`src/rtl/pvs_pkg.sv`:
```
// shared types and constants of the polyline simplifier
package pvs_pkg;

    localparam int WAVE_W  = 24;
    localparam int LEVEL_W = 32;
    localparam int SLOPE_W = 48;
    localparam int ST_W    = 2;

    localparam logic [ST_W-1:0] ST_OK    = 2'd0;
    localparam logic [ST_W-1:0] ST_ORDER = 2'd1;
    localparam logic [ST_W-1:0] ST_FULL  = 2'd2;

    localparam logic signed [SLOPE_W-1:0] SLOPE_MAX = {1'b0, {(SLOPE_W-1){1'b1}}};
    localparam logic signed [SLOPE_W-1:0] SLOPE_MIN = {1'b1, {(SLOPE_W-1){1'b0}}};

    // one request from the front to the back
    typedef struct packed {
        logic               store;
        logic               run;
        logic [ST_W-1:0]    err;
        logic [WAVE_W-1:0]  w;
        logic [LEVEL_W-1:0] l;
    } t_cmd;

endpackage

```
`src/rtl/pvs_front.sv`:
```
// input side: point counting, order and overflow checks, request building
module pvs_front #(
    parameter int MAX_POINTS = 64,
    parameter int AW         = 6,
    parameter int CW         = 7
) (
    input  logic                         i_clk,
    input  logic                         i_rst_n,
    input  logic                         i_valid,
    output logic                         o_ready,
    input  logic [pvs_pkg::WAVE_W-1:0]   i_w,
    input  logic [pvs_pkg::LEVEL_W-1:0]  i_l,
    input  logic                         i_last,
    input  logic                         i_q_full,
    output logic                         o_push,
    output pvs_pkg::t_cmd                o_cmd,
    output logic [AW-1:0]                o_idx,
    output logic [CW-1:0]                o_n
);
    import pvs_pkg::*;

    logic [CW-1:0]     r_cnt, n_cnt;
    logic [ST_W-1:0]   r_err, n_err;
    logic [WAVE_W-1:0] r_prev;
    logic              acc, full, bad;
    logic [ST_W-1:0]   err_now;
    logic [CW-1:0]     cnt_now;

    assign o_ready = !i_q_full;
    assign acc     = i_valid && !i_q_full;
    assign full    = r_cnt >= CW'(MAX_POINTS);
    assign bad     = (i_w == '0) || ((r_cnt != '0) && (i_w <= r_prev));

    always_comb begin
        err_now = r_err;
        if (r_err == ST_OK) begin
            if (full) begin
                err_now = ST_FULL;
            end else if (bad) begin
                err_now = ST_ORDER;
            end
        end
        cnt_now = full ? r_cnt : r_cnt + CW'(1);
        n_cnt = r_cnt;
        n_err = r_err;
        if (acc) begin
            if (i_last) begin
                n_cnt = '0;
                n_err = ST_OK;
            end else begin
                n_cnt = cnt_now;
                n_err = err_now;
            end
        end
    end

    assign o_push    = acc && (!full || i_last);
    assign o_cmd.store = !full;
    assign o_cmd.run   = i_last;
    assign o_cmd.err   = err_now;
    assign o_cmd.w     = i_w;
    assign o_cmd.l     = i_l;
    assign o_idx     = r_cnt[AW-1:0];
    assign o_n       = cnt_now;

    always_ff @(posedge i_clk) begin
        if (!i_rst_n) begin
            r_cnt <= '0;
            r_err <= ST_OK;
        end else begin
            r_cnt <= n_cnt;
            r_err <= n_err;
        end
    end

    always_ff @(posedge i_clk) begin
        if (acc && !full) begin
            r_prev <= i_w;
        end
    end

endmodule

```
`config.mk`:
```
export PLATFORM = sky130hd
export DESIGN_NAME = pvs_front
export DESIGN_NICKNAME = d
export VERILOG_FILES = /design/src/rtl/pvs_pkg.sv /design/src/rtl/pvs_front.sv
export SDC_FILE = /design/constraint.sdc
export NUM_CORES = 1
export LEC_CHECK = 0
export ABC_AREA = 1
export BUFFER_PORTS_ARGS = -buffer_cell sky130_fd_sc_hd__buf_2
export CAP_MARGIN = 30
export CORE_ASPECT_RATIO = 0.75
export CORE_UTILIZATION = 49
export DETAILED_ROUTE_END_ITERATION = 12
export GPL_TIMING_DRIVEN = 1
export PLACE_DENSITY = 0.95
export SETUP_SLACK_MARGIN = 0.02
export SLEW_MARGIN = 30
export SYNTH_ARGS = -nofsm -noshare
export SYNTH_HDL_FRONTEND = slang
export SYNTH_SLANG_ARGS = --single-unit
```
`constraint.sdc`:
```
create_clock -name i_clk -period 3.6 [get_ports i_clk]
set_input_delay 0.54 -clock i_clk [delete_from_list [all_inputs] [get_ports i_clk]]
set_output_delay 0.54 -clock i_clk [all_outputs]
set_load 0.01 [all_outputs]
```
==> out/metrics.csv <==
metric,value,unit
numPortBuffers,71,
finalCritPeriodShare,0.695,
fin_nets,383,
fin_setup_tns,0,ps
crit_fanout,4,
dieArea,5340,um2
rows,21,
gr-total-overflow,0,
cts.clk_slew.worst_paths,60,ps
hold_class,reg2reg,
antennaDiodeCount,0,
synth_top_cell_area_share,0.291,
routed_wl,4310,um
totalPowerFinal,0.000865,W
gp_congestion,0.774,
ys_warn_count,0,
place_hpwl,3360,um
antenna_left,0,
slew_viol_final,0,
via_count,1699,
cap_violations,0,
post-cts-setup-buffer-count,0,
synth-main-ff-cell,edfxtp_1,
detail_route.wl_per_cell,12.2,um
yosys.area.top_type,edfxtp_1,
path_class,in2out,
syn-cell-area,2470,um2
cts_tree,built,
antenna_found_initial,0,
ir_drop,0.168,mV
avgViaCountPerCell,4.80,
cp_data_arrival_time,1960,ps
drt_iter0_markers,74,
fill_cells,453,
syn2layout_area_growth,1.42,%
critPathCaptureType,output port,
drive_above_1_share,0.313,
clockRootBuffer,clkbuf_8,
rsz0062_at_grt,false,
die_w,84.1,um
syn_nets,369,
coreArea,4650,um2
fp.dieH,63.5,um
ys_types,30,
min_period,2500,ps
p_leak,1.27,nW
status,"complete, but fails checks",
max_freq,0.400,GHz
slew_headroom,0.643,
hold_ws,472,ps
grt.total_usage,0.167,
grt_pass1_wl,7060,um
setup_viol,0,
htreeDepth,2,
drc,15,
async_reset_ff_frac,0,
ys_seq_area_frac,0.364,
final-hold-violation-count,0,
clock_latency,280,ps
cts_buffers,5,
yosys_register_bits,33,
syn_area_per_cell,8.78,um2
io-pin-count,136,
worst_pin_slew,535,ps
synth_most_common_cell,buf_4,
postSynthCellCount,282,
violations,design-rule violations,
power_density,345,nW/um2
final_cells,354,
grt_start_max_net_pins,25,
start_kind,primary input,
placed_cells,346,
ctsHoldBuffers,0,
clock_path_buffers,2,
grt_pass1_vias,1576,
initial_utilization,0.532,
first_pass_iters,8,
post_cts_resized,0,
final_core_util,0.540,
required,3060,ps
synthTopCellsByArea,"edfxtp_1 (29%), buf_4 (19%), ha_1 (13%)",
synth_common_cells,"buf_4 (64), nand2_1 (47), inv_1 (43), ha_1 (26), edfxtp_1 (24)",
clock_sinks,33,
finClkSkew,8.25,ps
synth_edf_count,24,
## stage by stage
stage               setup slack, ps  area (um2)
floorplan                      1300        2470
global placement               1150        2420
detailed placement             1100        2420
CTS                            1100        2510
global route                    951        2510
finish                         1100        2510
## cell type report
class | count | area, um2 | share of cell area
Clock buffer | 8 | 90.1 | 0.0359
Inverter | 46 | 178 | 0.0708
Multi-Input combinational cell | 138 | 907 | 0.361
Sequential cell | 33 | 901 | 0.359
Tap cell | 57 | 71.3 | 0.0284
Timing Repair Buffer | 72 | 363 | 0.145
## cell families (layout without fill, tap and decap cells)
kind of cell | count (synthesis) | after routing | share of synthesized area
flip-flops | 33 | 33 | 0.364
AND/OR/NAND/NOR | 82 | 82 | 0.159
XOR/XNOR | 5 | 5 | 0.0177
AO/OA/AOI/OAI | 25 | 25 | 0.0576
buffers and inverters | 111 | 126 | 0.270
adder cells (fa/ha/maj) | 26 | 26 | 0.131
## worst max-delay path, cell delays in order
cell	delay, ps
buf_2	120
ha_1	290
nand2_1	90
nor2_2	140
nand2_1	90
nor2_2	120
nand2_1	60
nand3_1	60
nand2_1	70
nand2_1	60
nand2_1	40
nand2_1	90
nand2_1	60
buf_2	130
## per-layer routing
metal / global-route usage / up-vias / routed length [um]
met4: 0.0517 / 0 / 36
met1: 0.217 / 764 / 2060
met2: 0.264 / 56 / 1930
met5: 0 / - / 0
met3: 0.0524 / 5 / 282
li1: - / 874 / -
## where the power goes
| group | switching [W] | internal, W |
|---|---|---|
| clock network | 0.000129 | 0.000156 |
| logic | 0.0000874 | 0.0000593 |
| registers | 0.00000526 | 0.000429 |
## flip-flops by register name, indices dropped and copies added (netlist names)
| signal | count |
|---|---|
| r_prev | 24 |
| r_cnt | 7 |
| r_err | 2 |
## cells in the final DEF (no fill, tap or decap), drive strengths merged
| cell | synthesis | routed |
|---|---|---|
| a21o | 2 | 2 |
| a21oi | 16 | 16 |
| a22oi | 1 | 1 |
| buf | 65 | 72 |
| clkbuf | 0 | 8 |
| dfxtp | 9 | 9 |
| edfxtp | 24 | 24 |
| ha | 26 | 26 |
| inv | 46 | 46 |
| nand2 | 49 | 49 |
| nand3 | 4 | 4 |
| nand3b | 1 | 1 |
| nand4 | 4 | 4 |
| nor2 | 13 | 13 |
| nor3 | 2 | 2 |
| nor3b | 1 | 1 |
| nor4 | 7 | 7 |
| o21ai | 5 | 5 |
| o21bai | 1 | 1 |
| or2 | 1 | 1 |
| xnor2 | 1 | 1 |
| xor2 | 4 | 4 |
## worst paths after layout
check / start / end / cells past startpoint / slack (ps)
worst min-delay path: r_err[1] / r_err[1] / 2 / 470
worst max-delay path: i_w[23] / o_cmd[56] / 14 / 1100
worst min register to register: r_err[1] / r_err[1] / 2 / 470
worst max register to register: r_prev[23] / r_err[0] / 13 / 1960
Power figures use the tool's default switching activity.
