### config.mk
export PLATFORM = sky130hd
export DESIGN_NAME = pvs_queue
export DESIGN_NICKNAME = d
export VERILOG_FILES = /design/src/rtl/pvs_queue.sv
export SDC_FILE = /design/constraint.sdc
export NUM_CORES = 1
export LEC_CHECK = 0
export BUFFER_PORTS_ARGS = -buffer_cell sky130_fd_sc_hd__buf_2
export CAP_MARGIN = 10
export CORE_UTILIZATION = 28
export CTS_CLUSTER_DIAMETER = 60
export CTS_CLUSTER_SIZE = 8
export DETAILED_ROUTE_END_ITERATION = 16
export HOLD_SLACK_MARGIN = 0.06
export MAX_ROUTING_LAYER = met4
export PLACE_DENSITY = 0.54
export RECOVER_POWER = 25
export SLEW_MARGIN = 0
export SYNTH_ARGS = -nofsm -noshare
export SYNTH_HDL_FRONTEND = slang
export SYNTH_SLANG_ARGS = --single-unit
### constraint.sdc
create_clock -name i_clk -period 5.6 [get_ports i_clk]
set_input_delay 0.28 -clock i_clk [delete_from_list [all_inputs] [get_ports i_clk]]
set_output_delay 0.28 -clock i_clk [all_outputs]
set_load 0.05 [all_outputs]
### src/rtl/pvs_queue.sv
// short request queue between front and back
module pvs_queue #(
    parameter int W = 8
) (
    input  logic         i_clk,
    input  logic         i_rst_n,
    input  logic         i_push,
    input  logic [W-1:0] i_data,
    output logic         o_full,
    output logic         o_valid,
    output logic [W-1:0] o_data,
    input  logic         i_pop
);
    localparam int DEPTH = 4;
    localparam int PW    = $clog2(DEPTH);

    logic [W-1:0]  r_mem [DEPTH];
    logic [PW-1:0] r_wp, r_rp;
    logic [PW:0]   r_count;
    logic          do_push, do_pop;

    assign o_full  = r_count == (PW+1)'(DEPTH);
    assign o_valid = r_count != '0;
    assign o_data  = r_mem[r_rp];
    assign do_push = i_push && !o_full;
    assign do_pop  = i_pop && o_valid;

    always_ff @(posedge i_clk) begin
        if (!i_rst_n) begin
            r_wp    <= '0;
            r_rp    <= '0;
            r_count <= '0;
        end else begin
            if (do_push) begin
                r_wp <= r_wp + PW'(1);
            end
            if (do_pop) begin
                r_rp <= r_rp + PW'(1);
            end
            r_count <= r_count + (PW+1)'(do_push) - (PW+1)'(do_pop);
        end
    end

    always_ff @(posedge i_clk) begin
        if (do_push) begin
            r_mem[r_wp] <= i_data;
        end
    end

endmodule

==> reports/qor.csv, run 1 <==
metric,value,unit
outcome,completed,
Worst-Margin Slew,558.2,ps
TritonCTS clock tree,done,
Final GP Congestion,0.6331,
initial cell density of the core,29.36,%
TritonCTS Sinks,41,
number of buffer and inverter stages on the critical path,3,
adder-cell area share of the yosys netlist,5.810,%
type of the worst setup path,flip-flop to flip-flop,
CTS clock-pin slew for the worst setup and hold paths,70,ps
Core Area,5574,um^2
startpoint of the worst register-to-register path,r_count[1],
die outline height,78.45,um
area added between synthesis and finish,16.36,%
Critical Path Source Type,flip-flop,
reg-to-reg endpoint,r_count[2],
maximum fanout along the worst path,7,
fin nets,133,
final WL,2.508,mm
Residual DRC,0,
post-layout power,943.4,uW
critical path's most frequent cell,inv_1,
maximum number of pins on one net before global-route repair,13,
number of maximum-capacitance violations,0,
area share of the largest cell type after synthesis,58.72,%
Worst path slowest cell,dfxtp_1,
"buffers from clock root to sink, at most",2,
"Cell Area, Synth",1637,um^2
worst endpoint data arrival time,2650,ps
post-CTS setup-driven buffer insertion count,0,
row count,27,
PostCTS Resize Cnt,0,
fraction of synthesized area in multiplexers,12.23,%
average footprint of a synthesized cell,18.18,um^2
endpoint type of the worst setup path,flip-flop,
Total Neg Setup Slack,0,ps
vias per cell,4.263,
r2r setup slk,3120,ps
final hold violation count,0,
"Non-Filler Cell Area, Final",1904,um^2
Synth Net Count,109,
compound-cell area share of the yosys netlist,1.147,%
x dimension of the die,78.45,um
simple-gate share of the synthesized area,6.346,%
GRT Overall Usage,9.727,%
die outline area,6154,um^2
worst min-delay path endpoint,r_mem[2][6],
number of cells traversed by the worst hold path,1,
list of cells traversed by the critical path,nor3b_2 > nor2b_1 > inv_1 > ha_1 > inv_1 > ha_1 > inv_1 > fa_1 > xnor2_1 > xnor2_1 > and2_1,
launch point of the worst hold path,i_data[6],
worst-case hold slack,226.9,ps
delay of the slowest cell on the worst path,470,ps
average wire length per cell after detail routing,13.48,um
total iterations of the first detailed-routing run,4,
largest area contributor in the netlist,edfxtp_1,
register area,1141,um^2
CP top delay family,adder cells,
Synth area leaders,"edfxtp_1 59%, dfxtp_1 11%, mux4_2 11%",
fraction of the yosys area taken by sequential cells,69.72,%
Hold WC Path Type,input port to flip-flop,
first-pass GRT wire length,4.174,mm
remaining number of nets flagged by the antenna check after routing,0,
hold bufs inserted after CTS,0,
Final Cycle Share,44.21,%
detailed placement HPWL,1.774,mm
achievable frequency,403.9,MHz
area occupied by multi-input gates,452.9,um^2
Final Critical Period,2476,ps
vias in the first global route,880,
fraction of layout cells with a size suffix above 1,28.95,%
Yosys reg bits,41,
H-Tree Depth,2,
Slew Limit Headroom,62.73,%
Inserted Diodes,0,
clock buffers created by TritonCTS,5,
Lkg Pwr,0.0006669,uW
number of distinct standard cells referenced by the synthesized netlist,19,
number of top-level design ports,22,
clock tree skew after final layout,4.323,ps
worst-case reg-to-reg path depth,11,
unrepaired setup endpoints after global routing,no,
area after detailed placement,1808,um^2
"Remaining Overflow, GRT",0,
number of input and output port buffers inserted,21,
number of antenna violations at the first check in global routing,0,
layout filler cell count,542,
critical path data required time,5780,ps
1st-iter DRT viols,21,
number of warnings issued by yosys,0,
combinational family with the most area after synthesis,multiplexers,
"Clk Latency, worst-skew pair",280,ps
Syn Inst Count,90,
CTS Root Buffer Type,clkbuf_8,
overall via count from detail_route,793,
total power divided by cell area,495.4,nW/um^2
Max IR drop VDD,0.0002210,V
XOR/XNOR share of the synthesized area,2.141,%
Final Max Slew Viols,0,
final setup violation count,0,
[cells in the mapped netlist]
cell type	count
nor3b_2	1
mux4_2	8
dfxtp_1	9
xnor2_1	4
buf_6	1
fa_1	1
inv_1	5
or3_2	1
nor2b_1	4
buf_1	1
clkbuf_1	1
and2_1	7
buf_2	1
mux2i_1	2
nand2_1	4
edfxtp_1	32
ha_1	6
o311ai_1	1
o31a_2	1
[layout by cell type, fill, tap and decap left out]
cell	n
edfxtp_1	32
buf_2	15
dfxtp_1	9
mux4_2	8
and2_1	7
ha_1	6
clkbuf_1	6
inv_1	5
clkbuf_8	5
nor2b_1	4
nand2_1	4
xnor2_1	4
mux2i_1	2
o31a_2	1
nor3b_2	1
or3_2	1
o311ai_1	1
fa_1	1
clkinv_2	1
bufinv_16	1
[final cells by class]
type	count	share of cell area [%]
clock inverter	2	1.840
multi-input combinational	40	23.78
clock buffer	5	3.614
tap	72	4.731
sequential	41	59.92
inverter	5	0.9855
timing repair buffer	21	5.125
[logic make-up (layout without fill, tap and decap cells)]
| logic type | count (synthesis) | in the layout |
|---|---|---|
| DFF | 41 | 41 |
| and+or+nand+nor | 17 | 17 |
| muxes | 10 | 10 |
| buffers and inverters | 9 | 33 |
| adders and majority gates | 7 | 7 |
| xor gates and xnor gates | 4 | 4 |
| AOI/OAI and AO/OA | 2 | 2 |
[metal layers]
layer  GRT usage (%)  wire [um]  vias up
li1                -          -      375
met1           10.48       1030      391
met2           16.40       1291       22
met3           3.023        148        5
met4           4.444         38        0
met5               -          0        -
[worst max-delay path by stage]
stage,start,end,slack (ps),cells past startpoint
2_1_floorplan,r_count[1],r_count[2],2880,12
3_3_place_gp,r_count[1],r_count[2],3240,11
3_5_place_dp,r_count[1],r_count[2],3120,11
4_1_cts,r_count[1],r_count[2],3100,11
5_1_grt,r_count[1],r_count[2],2940,11
6_report,r_count[1],r_count[2],3120,11
[state kept, by name, indices dropped and copies added (netlist names), named ones only]
name / count
r_count: 3
r_wp: 2
r_rp: 2
r_mem: 32
[where the power goes]
part           total, uW  internal (uW)  switching, uW
combinational        305            112            193
clock                221            129           91.1
sequential           418            375           42.7
[per-stage QoR]
stage               std cells  utilization [%]  setup slack (ps)
floorplan                  90                -              2878
global placement          179            32.44              3245
detailed placement        179            32.44              3125
CTS                       186            34.30              3097
global route              186            34.16              2937
finish                    186            34.16              3124
Note: power is estimated with default switching activity, not from simulation.
==> inputs of run 2 (changes only) <==
==> constraint.sdc (replaced) <==
create_clock -name i_clk -period 2.58 [get_ports i_clk]
set_input_delay 0.129 -clock i_clk [delete_from_list [all_inputs] [get_ports i_clk]]
set_output_delay 0.129 -clock i_clk [all_outputs]
set_load 0.05 [all_outputs]
==> run 2 against run 1 <==
Compared with the run above:
- clock skew grew 0.59 ps
- final cell count grew 4.8%
- die area is the same
- count of clock-buffer cells in the layout is the same
- critical endpoint unchanged
- largest cell class unchanged
==> reports/qor.csv, run 2 (synthesized netlist as in run 1, its figures left out) <==
metric,value,unit
"Remaining Overflow, GRT",0,
Final Cycle Share,85.71,%
number of input and output port buffers inserted,21,
total iterations of the first detailed-routing run,5,
overall via count from detail_route,820,
"Most flops, register",r_mem,
row count,27,
Slew Limit Headroom,61.21,%
met2 demand-to-capacity share in global routing,17.54,%
first-pass GRT wire length,4.347,mm
unrepaired setup endpoints after global routing,no,
CTS Root Buffer Type,clkbuf_8,
maximum fanout along the worst path,6,
PostCTS Resize Cnt,0,
r2r setup slk,370,ps
outcome,completed,
"flip-flop count of the largest register, all copies and words added",32,
CTS clock-pin slew for the worst setup and hold paths,80,ps
vias in the first global route,924,
Lkg Pwr,0.0006924,uW
vias per cell,4.205,
die outline height,78.45,um
fin nets,141,
Max IR drop VDD,0.0005144,V
Inserted Diodes,0,
Final Max Slew Viols,0,
"buffers from clock root to sink, at most",2,
maximum number of pins on one net before global-route repair,14,
area added between synthesis and finish,20.41,%
most frequent standard cell in the layout excluding fill and tap cells,edfxtp_1,
fraction of layout cells with a size suffix above 1,27.64,%
post-layout power,1992,uW
net switching power of the design,729.0,uW
worst-case reg-to-reg path depth,11,
Switching Fraction,36.59,%
launch point of the worst hold path,i_data[1],
TritonCTS Sinks,41,
endpoint type of the worst setup path,flip-flop,
Residual DRC,0,
remaining number of nets flagged by the antenna check after routing,0,
initial cell density of the core,29.36,%
part of the total power dissipated in the clock network,19.6,%
Internal Dissipation,1263,uW
number of maximum-capacitance violations,0,
Hold WC Path Type,input port to flip-flop,
TritonCTS clock tree,done,
met1 usage,10.92,%
Final GP Congestion,0.6605,
most used cells in the layout excluding fill and tap cells,"32 x edfxtp_1, 15 x buf_2, 9 x dfxtp_1",
Worst-Margin Slew,581.0,ps
H-Tree Depth,2,
type of the worst setup path,flip-flop to flip-flop,
1st-iter DRT viols,17,
x dimension of the die,78.45,um
Critical Path Source Type,flip-flop,
clock buffers created by TritonCTS,5,
Core Area,5574,um^2
sequential cell fraction of total power,45.9,%
"Clk Latency, worst-skew pair",280,ps
detailed placement HPWL,1.931,mm
critical path data required time,2760,ps
worst endpoint data arrival time,2390,ps
clock tree skew after final layout,4.910,ps
Final Critical Period,2211,ps
"Most Used Layer, Global Route",met2,
total power divided by cell area,1011,nW/um^2
reg-to-reg endpoint,r_count[2],
startpoint of the worst register-to-register path,r_count[1],
number of top-level design ports,22,
biggest registers after layout,"r_mem x32, r_count x3",
post-CTS setup-driven buffer insertion count,0,
die outline area,6154,um^2
final setup violation count,0,
fin cells,195,
Total Neg Setup Slack,0,ps
proportion of power drawn by combinational gates,34.5,%
number of antenna violations at the first check in global routing,0,
Placed Cells,180,
average wire length per cell after detail routing,13.74,um
final hold violation count,0,
GRT Overall Usage,10.19,%
number of cells traversed by the worst hold path,1,
worst min-delay path endpoint,r_mem[1][1],
met3 usage,3.256,%
final WL,2.679,mm
achievable frequency,452.2,MHz
-- run 2: repair_timing --
action,CTS,global route
endpoints found under the hold margin,28,0
hold buffers,7,0
endpoints found under the setup margin,0,0
-- run 2: power groups by stage --
stage | logic [uW] | registers [uW] | clock network (uW)
after floorplan | 597 | 875 | 0
after global placement | 674 | 924 | 0
after detailed placement | 696 | 935 | 0
after CTS | 705 | 921 | 413
after global routing | 740 | 933 | 432
final | 687 | 914 | 391
-- run 2: worst max-delay path by stage --
stage | startpoint | end | slack (ps) | depth (start not counted)
4_1_cts | r_count[1] | r_count[2] | 330 | 11
2_1_floorplan | r_count[1] | r_count[2] | 50 | 12
3_3_place_gp | r_count[1] | r_count[2] | 440 | 11
5_1_grt | r_count[1] | r_count[2] | 200 | 11
3_5_place_dp | r_count[1] | r_count[2] | 340 | 11
6_report | r_count[1] | r_count[2] | 370 | 11
-- run 2: metrics by stage --
step / util [%] / instance area [um^2] / worst slack (ps) / hold WS, ps
3_5_place_dp: 32.68 / 1822 / 343.1 / 348.6
5_1_grt: 35.35 / 1971 / 196.1 / 150.5
2_1_floorplan: - / 1643 / 48.07 / 227.9
3_3_place_gp: 32.68 / 1822 / 435.1 / 343.1
6_report: 35.35 / 1971 / 368.6 / 148.8
4_1_cts: 35.49 / 1978 / 327.5 / 65.89
-- run 2: worst max-delay path, stage by stage, from the launching register on --
cell	delay [ps]
dfxtp_1	500
nor3b_4	80
nor2b_1	160
inv_1	60
ha_1	280
inv_1	50
ha_1	120
inv_1	50
fa_1	370
xnor2_1	150
xnor2_1	120
and2_1	160
-- run 2: layout make-up --
class	instances	area, um^2
Inverter	5	18.77
Timing Repair Buffer	29	175.2
Clock buffer	5	68.82
Multi-Input combinational cell	40	459.2
Sequential cell	41	1141
Fill cell	543	3603
Tap cell	72	90.09
Clock inverter	3	17.52
-- run 2: metal layers --
metal / routed length [um] / vias to the layer above
li1: - / 396
met1: 1106 / 401
met2: 1440 / 20
met3: 111 / 3
met4: 21 / 0
met5: 0 / -
==> inputs of run 3 (changes only) <==
--- a/config.mk
+++ b/config.mk
@@ -5,15 +5,15 @@
 export SDC_FILE = /design/constraint.sdc
 export NUM_CORES = 1
 export LEC_CHECK = 0
-export BUFFER_PORTS_ARGS = -buffer_cell sky130_fd_sc_hd__buf_2
 export CAP_MARGIN = 10
 export CORE_UTILIZATION = 28
 export CTS_CLUSTER_DIAMETER = 60
 export CTS_CLUSTER_SIZE = 8
 export DETAILED_ROUTE_END_ITERATION = 16
+export DONT_BUFFER_PORTS = 1
 export HOLD_SLACK_MARGIN = 0.06
 export MAX_ROUTING_LAYER = met4
-export PLACE_DENSITY = 0.54
+export PLACE_DENSITY = 0.5
 export RECOVER_POWER = 25
 export SLEW_MARGIN = 0
 export SYNTH_ARGS = -nofsm -noshare
==> run 3 against run 2 <==
Compared with the run above:
- final cell count decreased by 9.2%
- register-to-register slack hardly changed
- fmax fell by 0.11%
- die area unchanged
- sequential power hardly changed
- setup slack lost 2.4 ps
- first-iteration DRC count rose by 71%
- critical endpoint unchanged
- clock skew grew 1.0 ps
==> reports/qor.csv, run 3 (synthesized netlist as in run 1, its figures left out) <==
metric,value,unit
endpoint type of the worst setup path,flip-flop,
detailed placement HPWL,1.823,mm
sequential cell fraction of total power,47.0,%
Total Neg Setup Slack,0,ps
achievable frequency,451.7,MHz
list of cells traversed by the critical path,nor3b_4 > nor2b_1 > inv_1 > ha_1 > inv_1 > ha_1 > inv_1 > fa_1 > xnor2_1 > xnor2_1 > and2_1,
type of the worst setup path,flip-flop to flip-flop,
die outline area,6154,um^2
total power divided by cell area,1022,nW/um^2
Worst path slowest cell,dfxtp_1,
CTS Root Buffer Type,clkbuf_8,
die outline height,78.45,um
TritonCTS Sinks,41,
Final Critical Period,2214,ps
number of antenna violations at the first check in global routing,0,
maximum fanout along the worst path,6,
Switching Fraction,37.00,%
"Non-Filler Cell Area, Final",1901,um^2
CP top delay family,adder cells,
"buffers from clock root to sink, at most",2,
final hold violation count,0,
vias in the first global route,825,
area after detailed placement,1724,um^2
critical path's most frequent cell,inv_1,
proportion of power drawn by combinational gates,32.7,%
Inserted Diodes,0,
most used cells in the layout excluding fill and tap cells,"32 x edfxtp_1, 9 x dfxtp_1, 9 x dlygate4sd3_1",
GRT Overall Usage,9.853,%
number of input and output port buffers inserted,0,
fin nets,123,
TritonCTS clock tree,done,
1st-iter DRT viols,29,
Worst-Margin Slew,557.5,ps
Slew Limit Headroom,62.78,%
final setup violation count,0,
total iterations of the first detailed-routing run,4,
Internal Dissipation,1224,uW
CTS clock-pin slew for the worst setup and hold paths,70,ps
net switching power of the design,718.9,uW
Placed Cells,160,
vias per cell,4.418,
worst-case reg-to-reg path depth,11,
"Remaining Overflow, GRT",0,
critical path data required time,2770,ps
final WL,2.604,mm
"flip-flop count of the largest register, all copies and words added",32,
post-CTS setup-driven buffer insertion count,0,
cell depth of the worst setup path,11,
clock tree skew after final layout,5.914,ps
maximum number of pins on one net before global-route repair,14,
overall via count from detail_route,782,
biggest registers after layout,"r_mem x32, r_count x3",
Hold WC Path Type,input port to flip-flop,
most frequent standard cell in the layout excluding fill and tap cells,edfxtp_1,
Critical Path Source Type,flip-flop,
H-Tree Depth,2,
clock buffers created by TritonCTS,5,
fin cells,177,
x dimension of the die,78.45,um
area added between synthesis and finish,16.13,%
fraction of layout cells with a size suffix above 1,19.05,%
initial cell density of the core,29.36,%
Core Area,5574,um^2
worst endpoint data arrival time,2400,ps
Lkg Pwr,0.0006386,uW
first-pass GRT wire length,4.036,mm
part of the total power dissipated in the clock network,20.3,%
delay of the slowest cell on the worst path,510,ps
outcome,completed,
Residual DRC,0,
remaining number of nets flagged by the antenna check after routing,0,
"Most flops, register",r_mem,
Max IR drop VDD,0.0003721,V
"Clk Latency, worst-skew pair",290,ps
number of top-level design ports,22,
Final Cycle Share,85.81,%
number of cells traversed by the worst hold path,3,
number of maximum-capacitance violations,0,
row count,27,
average wire length per cell after detail routing,14.71,um
core utilization of the finished layout,34.10,%
worst-case hold slack,183.5,ps
unrepaired setup endpoints after global routing,no,
number of buffer and inverter stages on the critical path,3,
Final GP Congestion,0.6424,
Final Max Slew Viols,0,
## run 3: final cells by class
class,instances,area [um^2]
repair buffers,11,105.1
inverters,5,18.77
multi-input cells,40,459.2
clock inverters,3,17.52
flip-flops and latches,41,1141
well taps,72,90.09
clock buffers,5,68.82
fillers,537,3674
## run 3: power groups by stage
| stage | logic [uW] | clock network (uW) | registers, uW |
|---|---|---|---|
| 4_1_cts | 650 | 412 | 920 |
| 6_report | 635 | 395 | 913 |
| 3_5_place_dp | 628 | 0 | 935 |
| 3_3_place_gp | 616 | 0 | 926 |
| 2_1_floorplan | 597 | 0 | 875 |
| 5_1_grt | 687 | 438 | 933 |
## run 3: metal layers
| layer | share of wire (%) | vias up | track usage (%) |
|---|---|---|---|
| li1 | - | 361 | - |
| met1 | 42 | 389 | 9.800 |
| met2 | 49 | 25 | 16.32 |
| met3 | 6.7 | 7 | 3.372 |
| met4 | 2.6 | 0 | 6.667 |
| met5 | 0 | - | - |
## run 3: worst min-delay path: cells and delay by family
kind | cells | cell delay, ps
simple gates | 1 | 150
compound gates | 1 | 80
xor+xnor | 1 | 60
## run 3: repair_timing
action | CTS | global route
hold buffers | 9 | 0
hold endpoints to repair | 41 | 0
gates resized for setup | 0 | 0
## run 3: worst paths after layout
kind,start,to,slack (ps)
worst max register to register,r_count[1],r_count[2],370
worst min-delay path,i_pop,flip-flop,180
worst max-delay path,r_count[1],r_count[2],370
worst min register to register,r_wp[1],r_wp[1],510
## run 3: metrics by stage
stage	setup WS (ps)	total power (uW)
6_report	366.1	1943
5_1_grt	212.1	2058
4_1_cts	334.2	1982
3_5_place_dp	352.5	1563
3_3_place_gp	389.7	1542
2_1_floorplan	48.07	1472
